$ cat src/rtl/core/postfix_stack_calculator_core_assert.svh
// ----------------------------------------------------------------------------
// Assertion macros for the postfix stack calculator
// Clocked on clk, disabled while arst_n is low; empty under synthesis.
// ----------------------------------------------------------------------------
`ifndef POSTFIX_STACK_CALCULATOR_CORE_ASSERT_SVH
`define POSTFIX_STACK_CALCULATOR_CORE_ASSERT_SVH

`ifndef SYNTHESIS
// Property holds at every clock edge out of reset
`define PSC_ASSERT(lbl, prop, msg) \
	lbl: assert property (@(posedge clk) disable iff (!arst_n) (prop)) else $error(msg);
// Antecedent this cycle implies consequent next cycle
`define PSC_ASSERT_NEXT(lbl, ante, cons, msg) \
	lbl: assert property (@(posedge clk) disable iff (!arst_n) (ante) |=> (cons)) else $error(msg);
`else
`define PSC_ASSERT(lbl, prop, msg)
`define PSC_ASSERT_NEXT(lbl, ante, cons, msg)
`endif

`endif

$ cat src/rtl/core/psc_pkg.sv
`timescale 1ns / 1ps
// ----------------------------------------------------------------------------
// psc_pkg
// Types and codes shared by the postfix stack calculator modules.
// ----------------------------------------------------------------------------
package psc_pkg;

	typedef enum logic [2:0] {
		OP_PUSH = 3'd0,
		OP_ADD  = 3'd1,
		OP_SUB  = 3'd2,
		OP_MUL  = 3'd3,
		OP_DIV  = 3'd4,
		OP_POP  = 3'd5
	} op_t;

	typedef enum logic [1:0] {
		ERR_OK      = 2'd0,
		ERR_UNDER   = 2'd1,
		ERR_OVER    = 2'd2,
		ERR_DIVZERO = 2'd3
	} err_t;

	typedef struct packed {
		logic [2:0]         operation;
		logic signed [31:0] value;
	} psc_in_t;

	typedef struct packed {
		logic signed [31:0] result_value;
		logic [6:0]         depth;
		logic [1:0]         error_code;
	} psc_out_t;

	// Sequencer of the top level
	typedef enum logic [2:0] {
		S_IDLE,
		S_TAKE_R,
		S_TAKE_L,
		S_START,
		S_WAIT,
		S_RESP
	} seq_state_t;

	// Shared arithmetic unit
	typedef enum logic [1:0] {
		A_IDLE,
		A_RUN,
		A_FIX,
		A_DONE
	} alu_state_t;

	typedef struct packed {
		logic start;
		op_t  op;
	} alu_cmd_t;

	typedef struct packed {
		logic done;
		logic div_zero;
	} alu_sts_t;

	localparam int WORD_W = 32;
	localparam logic [4:0] LAST_STEP = 5'd31;

endpackage

$ cat src/rtl/core/psc_stack_mem.sv
`timescale 1ns / 1ps
// ----------------------------------------------------------------------------
// psc_stack_mem
// Stack word store: one write port, one read port with registered data.
// ----------------------------------------------------------------------------
module psc_stack_mem import psc_pkg::*; #(
	parameter int DEPTH = 64,
	parameter int AW    = 6
) (
	input  logic              clk,
	input  logic              wr_en,
	input  logic [AW-1:0]     wr_addr,
	input  logic [WORD_W-1:0] wr_data,
	input  logic [AW-1:0]     rd_addr,
	output logic [WORD_W-1:0] rd_data
);

	logic [WORD_W-1:0] mem [DEPTH];
	logic [WORD_W-1:0] rd_data_q;

	always_ff @(posedge clk) begin
		if (wr_en) begin
			mem[wr_addr] <= wr_data;
		end
		rd_data_q <= mem[rd_addr];
	end

	assign rd_data = rd_data_q;

endmodule

$ cat src/rtl/core/psc_alu.sv
`timescale 1ns / 1ps
// ----------------------------------------------------------------------------
// psc_alu
// Iterative arithmetic unit around one 33-bit adder: add and subtract in one
// step, multiply by shift-add and divide by restoring radix-2 in 32 steps.
// ----------------------------------------------------------------------------
module psc_alu import psc_pkg::*; (
	input  logic              clk,
	input  logic              arst_n,
	input  alu_cmd_t          cmd,
	input  logic [WORD_W-1:0] left_operand,
	input  logic [WORD_W-1:0] right_operand,
	output alu_sts_t          sts,
	output logic [WORD_W-1:0] result
);

	alu_state_t        st_q, st_d;
	op_t               op_q, op_d;
	logic [WORD_W:0]   acc_q, acc_d;
	logic [WORD_W-1:0] x_q, x_d;
	logic [WORD_W-1:0] y_q, y_d;
	logic              neg_q, neg_d;
	logic              dz_q, dz_d;
	logic [4:0]        step_q, step_d;

	logic [WORD_W:0]   add_a, add_b, sum;
	logic              add_sub;
	logic [WORD_W-1:0] lmag, rmag;

	assign lmag = left_operand[WORD_W-1] ? (WORD_W'(0) - left_operand) : left_operand;
	assign rmag = right_operand[WORD_W-1] ? (WORD_W'(0) - right_operand) : right_operand;

	// the one shared adder
	assign sum = add_a + (add_sub ? ~add_b : add_b) + (WORD_W+1)'(add_sub);

	always_comb begin
		add_a   = {1'b0, x_q};
		add_b   = {1'b0, y_q};
		add_sub = 1'b0;
		unique case (st_q)
			A_RUN: begin
				priority if (op_q == OP_MUL) begin
					add_a = acc_q;
					add_b = {1'b0, x_q};
				end else if (op_q == OP_DIV) begin
					add_a   = {acc_q[WORD_W-1:0], x_q[WORD_W-1]};
					add_b   = {1'b0, y_q};
					add_sub = 1'b1;
				end else begin
					add_sub = (op_q == OP_SUB);
				end
			end
			A_FIX: begin
				// quotient sign fix: 0 - q or 0 + q
				add_a   = '0;
				add_b   = {1'b0, x_q};
				add_sub = neg_q;
			end
			default: ;
		endcase
	end

	always_comb begin
		st_d   = st_q;
		op_d   = op_q;
		acc_d  = acc_q;
		x_d    = x_q;
		y_d    = y_q;
		neg_d  = neg_q;
		dz_d   = dz_q;
		step_d = step_q;
		unique case (st_q)
			A_IDLE: begin
				if (cmd.start) begin
					op_d   = cmd.op;
					step_d = '0;
					dz_d   = 1'b0;
					acc_d  = '0;
					neg_d  = left_operand[WORD_W-1] ^ right_operand[WORD_W-1];
					if (cmd.op == OP_DIV) begin
						x_d = lmag;
						y_d = rmag;
						if (right_operand == '0) begin
							dz_d = 1'b1;
							st_d = A_DONE;
						end else begin
							st_d = A_RUN;
						end
					end else begin
						x_d  = left_operand;
						y_d  = right_operand;
						st_d = A_RUN;
					end
				end
			end
			A_RUN: begin
				priority if (op_q == OP_MUL) begin
					if (y_q[0]) begin
						acc_d = sum;
					end
					x_d    = {x_q[WORD_W-2:0], 1'b0};
					y_d    = {1'b0, y_q[WORD_W-1:1]};
					step_d = step_q + 5'd1;
					if (step_q == LAST_STEP) begin
						st_d = A_DONE;
					end
				end else if (op_q == OP_DIV) begin
					if (!sum[WORD_W]) begin
						acc_d = sum;
						x_d   = {x_q[WORD_W-2:0], 1'b1};
					end else begin
						acc_d = add_a;
						x_d   = {x_q[WORD_W-2:0], 1'b0};
					end
					step_d = step_q + 5'd1;
					if (step_q == LAST_STEP) begin
						st_d = A_FIX;
					end
				end else begin
					acc_d = sum;
					st_d  = A_DONE;
				end
			end
			A_FIX: begin
				acc_d = sum;
				st_d  = A_DONE;
			end
			A_DONE: begin
				st_d = A_IDLE;
			end
			default: st_d = A_IDLE;
		endcase
	end

	always_ff @(posedge clk or negedge arst_n) begin
		if (!arst_n) begin
			st_q <= A_IDLE;
		end else begin
			st_q <= st_d;
		end
	end

	always_ff @(posedge clk) begin
		op_q   <= op_d;
		acc_q  <= acc_d;
		x_q    <= x_d;
		y_q    <= y_d;
		neg_q  <= neg_d;
		dz_q   <= dz_d;
		step_q <= step_d;
	end

	assign sts.done     = (st_q == A_DONE);
	assign sts.div_zero = dz_q;
	assign result       = acc_q[WORD_W-1:0];

endmodule

$ cat src/rtl/core/postfix_stack_calculator_core.sv
`timescale 1ns / 1ps
// ----------------------------------------------------------------------------
// postfix_stack_calculator_core
// Postfix calculator on a bounded stack of 32-bit signed words.
// ----------------------------------------------------------------------------
// Usage: items come in on item/item_valid/item_ready, one result per item
// goes out on result/result_valid/result_ready. A transfer happens when valid
// and ready are both high at a rising clock edge.
// The sequencer takes no new item until the last one reaches the response
// state. The shared unit's 32 multiply or divide steps dominate the work; the
// stack store reads one word a cycle, so operands arrive one by one.
// The result is registered, then loaded from the response state into an
// output register; the block takes the next item while it waits there.
// If the receiver stalls with a result still held, the next result is parked
// until the output register frees up, and item_ready stays low meanwhile.
// Reset empties the stack (depth zero); store contents are not cleared.
// ----------------------------------------------------------------------------
`include "postfix_stack_calculator_core_assert.svh"

module postfix_stack_calculator_core import psc_pkg::*; #(
	parameter int STACK_DEPTH = 64
) (
	input  logic     clk,
	input  logic     arst_n,
	input  logic     item_valid,
	output logic     item_ready,
	input  psc_in_t  item,
	output logic     result_valid,
	input  logic     result_ready,
	output psc_out_t result
);

	localparam int CW = $clog2(STACK_DEPTH + 1);
	localparam int AW = $clog2(STACK_DEPTH);

	seq_state_t        state_q, state_d;
	logic [CW-1:0]     cnt_q, cnt_d;
	op_t               op_q, op_d;
	logic              ok_r_q, ok_r_d;
	logic              ok_l_q, ok_l_d;
	logic [WORD_W-1:0] right_q, right_d;
	logic [WORD_W-1:0] left_q, left_d;
	logic [WORD_W-1:0] res_q, res_d;
	err_t              err_q, err_d;
	psc_out_t          out_q;
	logic              out_valid_q;

	logic              has_room, not_empty, out_load;
	logic              mem_we;
	logic [WORD_W-1:0] mem_wdata, mem_rdata;
	alu_cmd_t          alu_cmd;
	alu_sts_t          alu_sts;
	logic [WORD_W-1:0] alu_result;

	assign has_room  = (cnt_q < CW'(STACK_DEPTH));
	assign not_empty = (cnt_q != '0);
	assign out_load  = (state_q == S_RESP) && (!out_valid_q || result_ready);

	psc_stack_mem #(
		.DEPTH (STACK_DEPTH),
		.AW    (AW)
	) u_mem (
		.clk     (clk),
		.wr_en   (mem_we),
		.wr_addr (AW'(cnt_q)),
		.wr_data (mem_wdata),
		// top word; after the first pop this is the left operand
		.rd_addr (AW'(cnt_q - CW'(1))),
		.rd_data (mem_rdata)
	);

	psc_alu u_alu (
		.clk           (clk),
		.arst_n        (arst_n),
		.cmd           (alu_cmd),
		.left_operand  (left_q),
		.right_operand (right_q),
		.sts           (alu_sts),
		.result        (alu_result)
	);

	always_comb begin
		state_d   = state_q;
		cnt_d     = cnt_q;
		op_d      = op_q;
		ok_r_d    = ok_r_q;
		ok_l_d    = ok_l_q;
		right_d   = right_q;
		left_d    = left_q;
		res_d     = res_q;
		err_d     = err_q;
		mem_we    = 1'b0;
		mem_wdata = item.value;
		alu_cmd   = '{start: 1'b0, op: op_q};
		unique case (state_q)
			S_IDLE: begin
				if (item_valid) begin
					op_d = op_t'(item.operation);
					unique case (item.operation)
						OP_PUSH: begin
							res_d = item.value;
							if (has_room) begin
								mem_we = 1'b1;
								cnt_d  = cnt_q + CW'(1);
								err_d  = ERR_OK;
							end else begin
								err_d = ERR_OVER;
							end
							state_d = S_RESP;
						end
						OP_ADD, OP_SUB, OP_MUL, OP_DIV, OP_POP: begin
							ok_r_d = not_empty;
							if (not_empty) begin
								cnt_d = cnt_q - CW'(1);
							end
							state_d = S_TAKE_R;
						end
						default: begin
							res_d   = '0;
							err_d   = ERR_OK;
							state_d = S_RESP;
						end
					endcase
				end
			end
			S_TAKE_R: begin
				// missing operand reads as all ones
				right_d = ok_r_q ? mem_rdata : '1;
				if (op_q == OP_POP) begin
					res_d   = right_d;
					err_d   = ok_r_q ? ERR_OK : ERR_UNDER;
					state_d = S_RESP;
				end else begin
					ok_l_d = not_empty;
					if (not_empty) begin
						cnt_d = cnt_q - CW'(1);
					end
					state_d = S_TAKE_L;
				end
			end
			S_TAKE_L: begin
				left_d  = ok_l_q ? mem_rdata : '1;
				state_d = S_START;
			end
			S_START: begin
				alu_cmd.start = 1'b1;
				state_d       = S_WAIT;
			end
			S_WAIT: begin
				mem_wdata = alu_result;
				if (alu_sts.done) begin
					res_d = alu_result;
					if (has_room) begin
						mem_we = 1'b1;
						cnt_d  = cnt_q + CW'(1);
					end
					priority if (!ok_r_q || !ok_l_q) begin
						err_d = ERR_UNDER;
					end else if (alu_sts.div_zero) begin
						err_d = ERR_DIVZERO;
					end else begin
						err_d = ERR_OK;
					end
					state_d = S_RESP;
				end
			end
			S_RESP: begin
				if (out_load) begin
					state_d = S_IDLE;
				end
			end
			default: state_d = S_IDLE;
		endcase
	end

	always_ff @(posedge clk or negedge arst_n) begin
		if (!arst_n) begin
			state_q     <= S_IDLE;
			cnt_q       <= '0;
			out_valid_q <= 1'b0;
		end else begin
			state_q <= state_d;
			cnt_q   <= cnt_d;
			if (out_load) begin
				out_valid_q <= 1'b1;
			end else if (result_ready) begin
				out_valid_q <= 1'b0;
			end
		end
	end

	always_ff @(posedge clk) begin
		op_q    <= op_d;
		ok_r_q  <= ok_r_d;
		ok_l_q  <= ok_l_d;
		right_q <= right_d;
		left_q  <= left_d;
		res_q   <= res_d;
		err_q   <= err_d;
		if (out_load) begin
			out_q.result_value <= res_q;
			out_q.depth        <= 7'(cnt_q);
			out_q.error_code   <= err_q;
		end
	end

	assign item_ready   = (state_q == S_IDLE);
	assign result_valid = out_valid_q;
	assign result       = out_q;

	`PSC_ASSERT(a_cnt_bound, cnt_q <= CW'(STACK_DEPTH), "stack count beyond depth")
	`PSC_ASSERT(a_wr_room, !mem_we || has_room, "store write with stack full")
	`PSC_ASSERT(a_alu_done_wait, !alu_sts.done || state_q == S_WAIT, "alu done outside wait")
	`PSC_ASSERT_NEXT(a_busy_after_xfer, item_valid && item_ready, !item_ready, "ready after transfer")
	`PSC_ASSERT_NEXT(a_resp_loads, out_load, result_valid, "result not posted")

endmodule
$ cat config.mk
export PLATFORM = sky130hd
export DESIGN_NAME = postfix_stack_calculator_core
export DESIGN_NICKNAME = d
export VERILOG_FILES = /design/src/rtl/core/psc_pkg.sv /design/src/rtl/core/psc_stack_mem.sv /design/src/rtl/core/psc_alu.sv /design/src/rtl/core/postfix_stack_calculator_core.sv
export VERILOG_INCLUDE_DIRS = /design/src /design/src/rtl/core
export SDC_FILE = /design/constraint.sdc
export NUM_CORES = 2
export LEC_CHECK = 0
export BUFFER_PORTS_ARGS = -buffer_cell sky130_fd_sc_hd__buf_2
export CAP_MARGIN = 40
export CORE_ASPECT_RATIO = 1.4
export CORE_UTILIZATION = 30
export DETAILED_ROUTE_END_ITERATION = 8
export MAX_ROUTING_LAYER = met4
export PLACE_DENSITY = 0.51
export SLEW_MARGIN = 20
export SYNTH_ARGS = -nofsm -noshare
export SYNTH_HDL_FRONTEND = slang
export SYNTH_SLANG_ARGS = --single-unit
$ cat constraint.sdc
create_clock -name clk -period 10.8 [get_ports clk]
set_input_delay 2.16 -clock clk [delete_from_list [all_inputs] [get_ports clk]]
set_output_delay 2.16 -clock clk [all_outputs]
set_load 0.03 [all_outputs]
==> flow_metrics.tcl <==
set metrics [dict create \
    status "complete, no violations" \
    start_kind "flop" \
    ir_drop_mv 0.386 \
    async_flop_share 0.00555 \
    yosys_most_used_dff "edfxtp_1" \
    gr-total-overflow 0 \
    synth_cells 4696 \
    postRouteAntennaNets 0 \
    p_comb_frac 0.407 \
    worst_pin_slew_ps 1100 \
    critPathKind "flop to flop" \
    design_area_mm2 0.109 \
    netlist_area_mm2 0.0943 \
    finClkSkew_ps 48.5 \
    drtIter0Drc 4787 \
    required_ps 11410 \
    yosysWarnings 0 \
    swShare 0.355 \
    clk_latency_ps 900 \
    synth_area_leaders "edfxtp_1, mux4_2, nand2_1, o21ai_0, clkbuf_1" \
    vias 46800 \
    p_sw_mw 11.9 \
    fmax_mhz 160 \
    period_share 0.579 \
    synth_enable_flop_cells 2299 \
    tns_ps 0 \
    fin_util 0.349 \
    path_clk_slew_ps 60 \
    slew_headroom 0.268 \
    setup_slack_ps 4550 \
    io_pins 82 \
    power_density_mw_per_mm2 308 \
    yosysUniqueCellTypes 91 \
    ctsHoldBuffers 0 \
    n_fill_cell 28900 \
    netlist.top_cell.by_area "edfxtp_1" \
    synth-seq-area-share 0.742 \
    cts_tree "yes" \
    firstDrtPassIters 8 \
    pwr-share-clk 0.237 \
    die_area_mm2 0.317 \
    route.detailed.drc 0 \
    cts-buffers-inserted 238 \
    place.gp.congestion 0.889 \
    drv_slew 0 \
    die_h_um 665 \
    synth_fp_nets 4777 \
    initial_utilization 0.302 \
    pre_cts_ws_ps 4250 \
    drv_cap 0 \
    viasPerCell 5.03 \
    clock-root-buffer "clkbuf_16" \
    mostFrequentLayoutCell "edfxtp_1" \
    clkSinkCount 2344 \
    row_count 243 \
    fin_crit_ps 6250 \
    p_leak_nw 34.3 \
    finalHoldViolCount 0 \
    p_seq_frac 0.355 \
    rsz0062_at_grt "false" \
    antenna_found_initial 16 \
    htree_levels 4 \
    post_drt_wl_per_cell_um 27.0 \
    grt_pass1_wl_mm 358 \
    post_cts_buffers 0 \
    grt_max_degree 142 \
    synth_top_area_frac 0.732 \
    hold_ws_ps 418 \
    cp_max_fo 51 \
    endpoint_kind "flop" \
    placed_cell_area_mm2 0.101 \
    track_usage 0.162 \
    drive_gt1_frac 0.277 \
    cp.arrival_ps 6860 \
    core_area_mm2 0.313 \
    internal_power_mw 21.7 \
    cts_buffer_depth 4 \
    final_cell_mix "edfxtp_1, mux4_2, nand2_1, clkbuf_16, o21ai_0" \
    holdCritPathClass "flop to flop" \
    port_buffers 81 \
    area_delta_synth_final_pct 15.8 \
    grt_pass1_vias 47700 \
    detailed_place_hpwl_mm 155 \
    finalWirelength_mm 251 \
    synth_seq_cells 2344 \
    die_w_um 476 \
    syn-mean-instance-area_um2 20.1 \
    fin_nets 5021 \
    setup_viol 0 \
    cts_resized 0 \
]
-- metal layers --
layer / wire [µm] / vias up / track usage
met3: 12300 / 308 / 0.0197
met2: 131000 / 1296 / 0.276
li1: - / 19900 / -
met1: 103000 / 25200 / 0.204
met5: 0 / - / -
met4: 4780 / 0 / 0.0361
-- Yosys cell counts, types with 12 or more instances --
cell and count:
a22o_1 33, a21o_1 19, xor2_1 41, dfrtp_1 13, dfxtp_1 32, a221o_1 34
nor2_1 141, o21ai_0 143, clkbuf_1 181, nand2_1 382, xnor2_1 46, a22oi_1 14
nor3_1 18, and2_1 16, buf_1 29, or3_1 12, buf_2 49, a21oi_1 108
a222oi_1 17, mux4_2 672, ha_1 41, nand3_1 81, o31ai_1 14, edfxtp_1 2299
inv_1 81
-- power groups by stage --
stage               Clock, mW  Sequential (mW)  Combinational, mW
floorplan                   0             12.0               8.84
global placement            0             12.2               13.4
detailed placement          0             12.1               13.7
CTS                      8.17             12.0               13.8
global route             8.49             12.0               14.5
finish                   7.98             12.0               13.7
-- state kept, by name (all words and copies together), names as in the netlist, 2 cells and up --
signal / count
result: 41
err_q: 2
state_q: 3
left_q: 32
u_alu.st_q: 2
u_alu.x_q: 32
u_mem.mem: 2048
u_mem.rd_data: 32
right_q: 32
cnt_q: 7
op_q: 3
u_alu.op_q: 3
u_alu.step_q: 5
u_alu.y_q: 32
u_alu.acc_q: 33
res_q: 32
-- stage by stage --
stage,instances,power [mW]
global placement,8806,25.6
CTS,9277,33.9
global route,9299,35.0
finish,9301,33.6
detailed placement,8846,25.9
floorplan,4696,20.8
-- final cells by class --
type                       instances  area, µm²  share of cell area
antenna                            5       12.5            0.000114
clock buffer                     313       6430              0.0589
clock inverter                   118        995             0.00910
inverter                          82        308             0.00282
multi-input combinational       2006      23700               0.217
sequential                      2344      70000               0.641
tap                             4165       5210              0.0477
timing repair buffer             268       2600              0.0238
-- path summary, 6_finish.rpt --
kind	from	endpoint	slack, ps	cells after the start
min reg2reg	res_q[8]	result[17]	420	0
min	res_q[8]	result[17]	420	0
max reg2reg	u_alu.st_q[1]	u_alu.acc_q[30]	4550	19
min in group asynchronous	arst_n	result_valid	1200	1
max	u_alu.st_q[1]	u_alu.acc_q[30]	4550	19
max in group asynchronous	arst_n	cnt_q[0]	9270	1
-- worst max-delay path, cell delays in order, from the launching register on --
cell      delay, ps
dfrtp_1         430
inv_1           130
ha_4            460
buf_4           520
and4b_1         310
or2_2           610
nand2_1         150
nand3_1         110
o21ai_0         100
a22o_1          210
ha_1            420
nand2_1         120
nor4_1          670
o211ai_1        270
nand3_2         230
o21a_1          270
o211ai_2        110
buf_4           210
nand2_2         430
o22ai_1         160
-- cells by family after synthesis --
kind of cell | Yosys count | share of synthesized area
buf+inv | 346 | 0.0147
compound gates | 482 | 0.0349
flops | 2344 | 0.742
simple gates | 721 | 0.0339
xor+xnor | 87 | 0.00808
fa+ha+maj | 42 | 0.00565
mux | 674 | 0.161
Power figures use the tool's default switching activity.
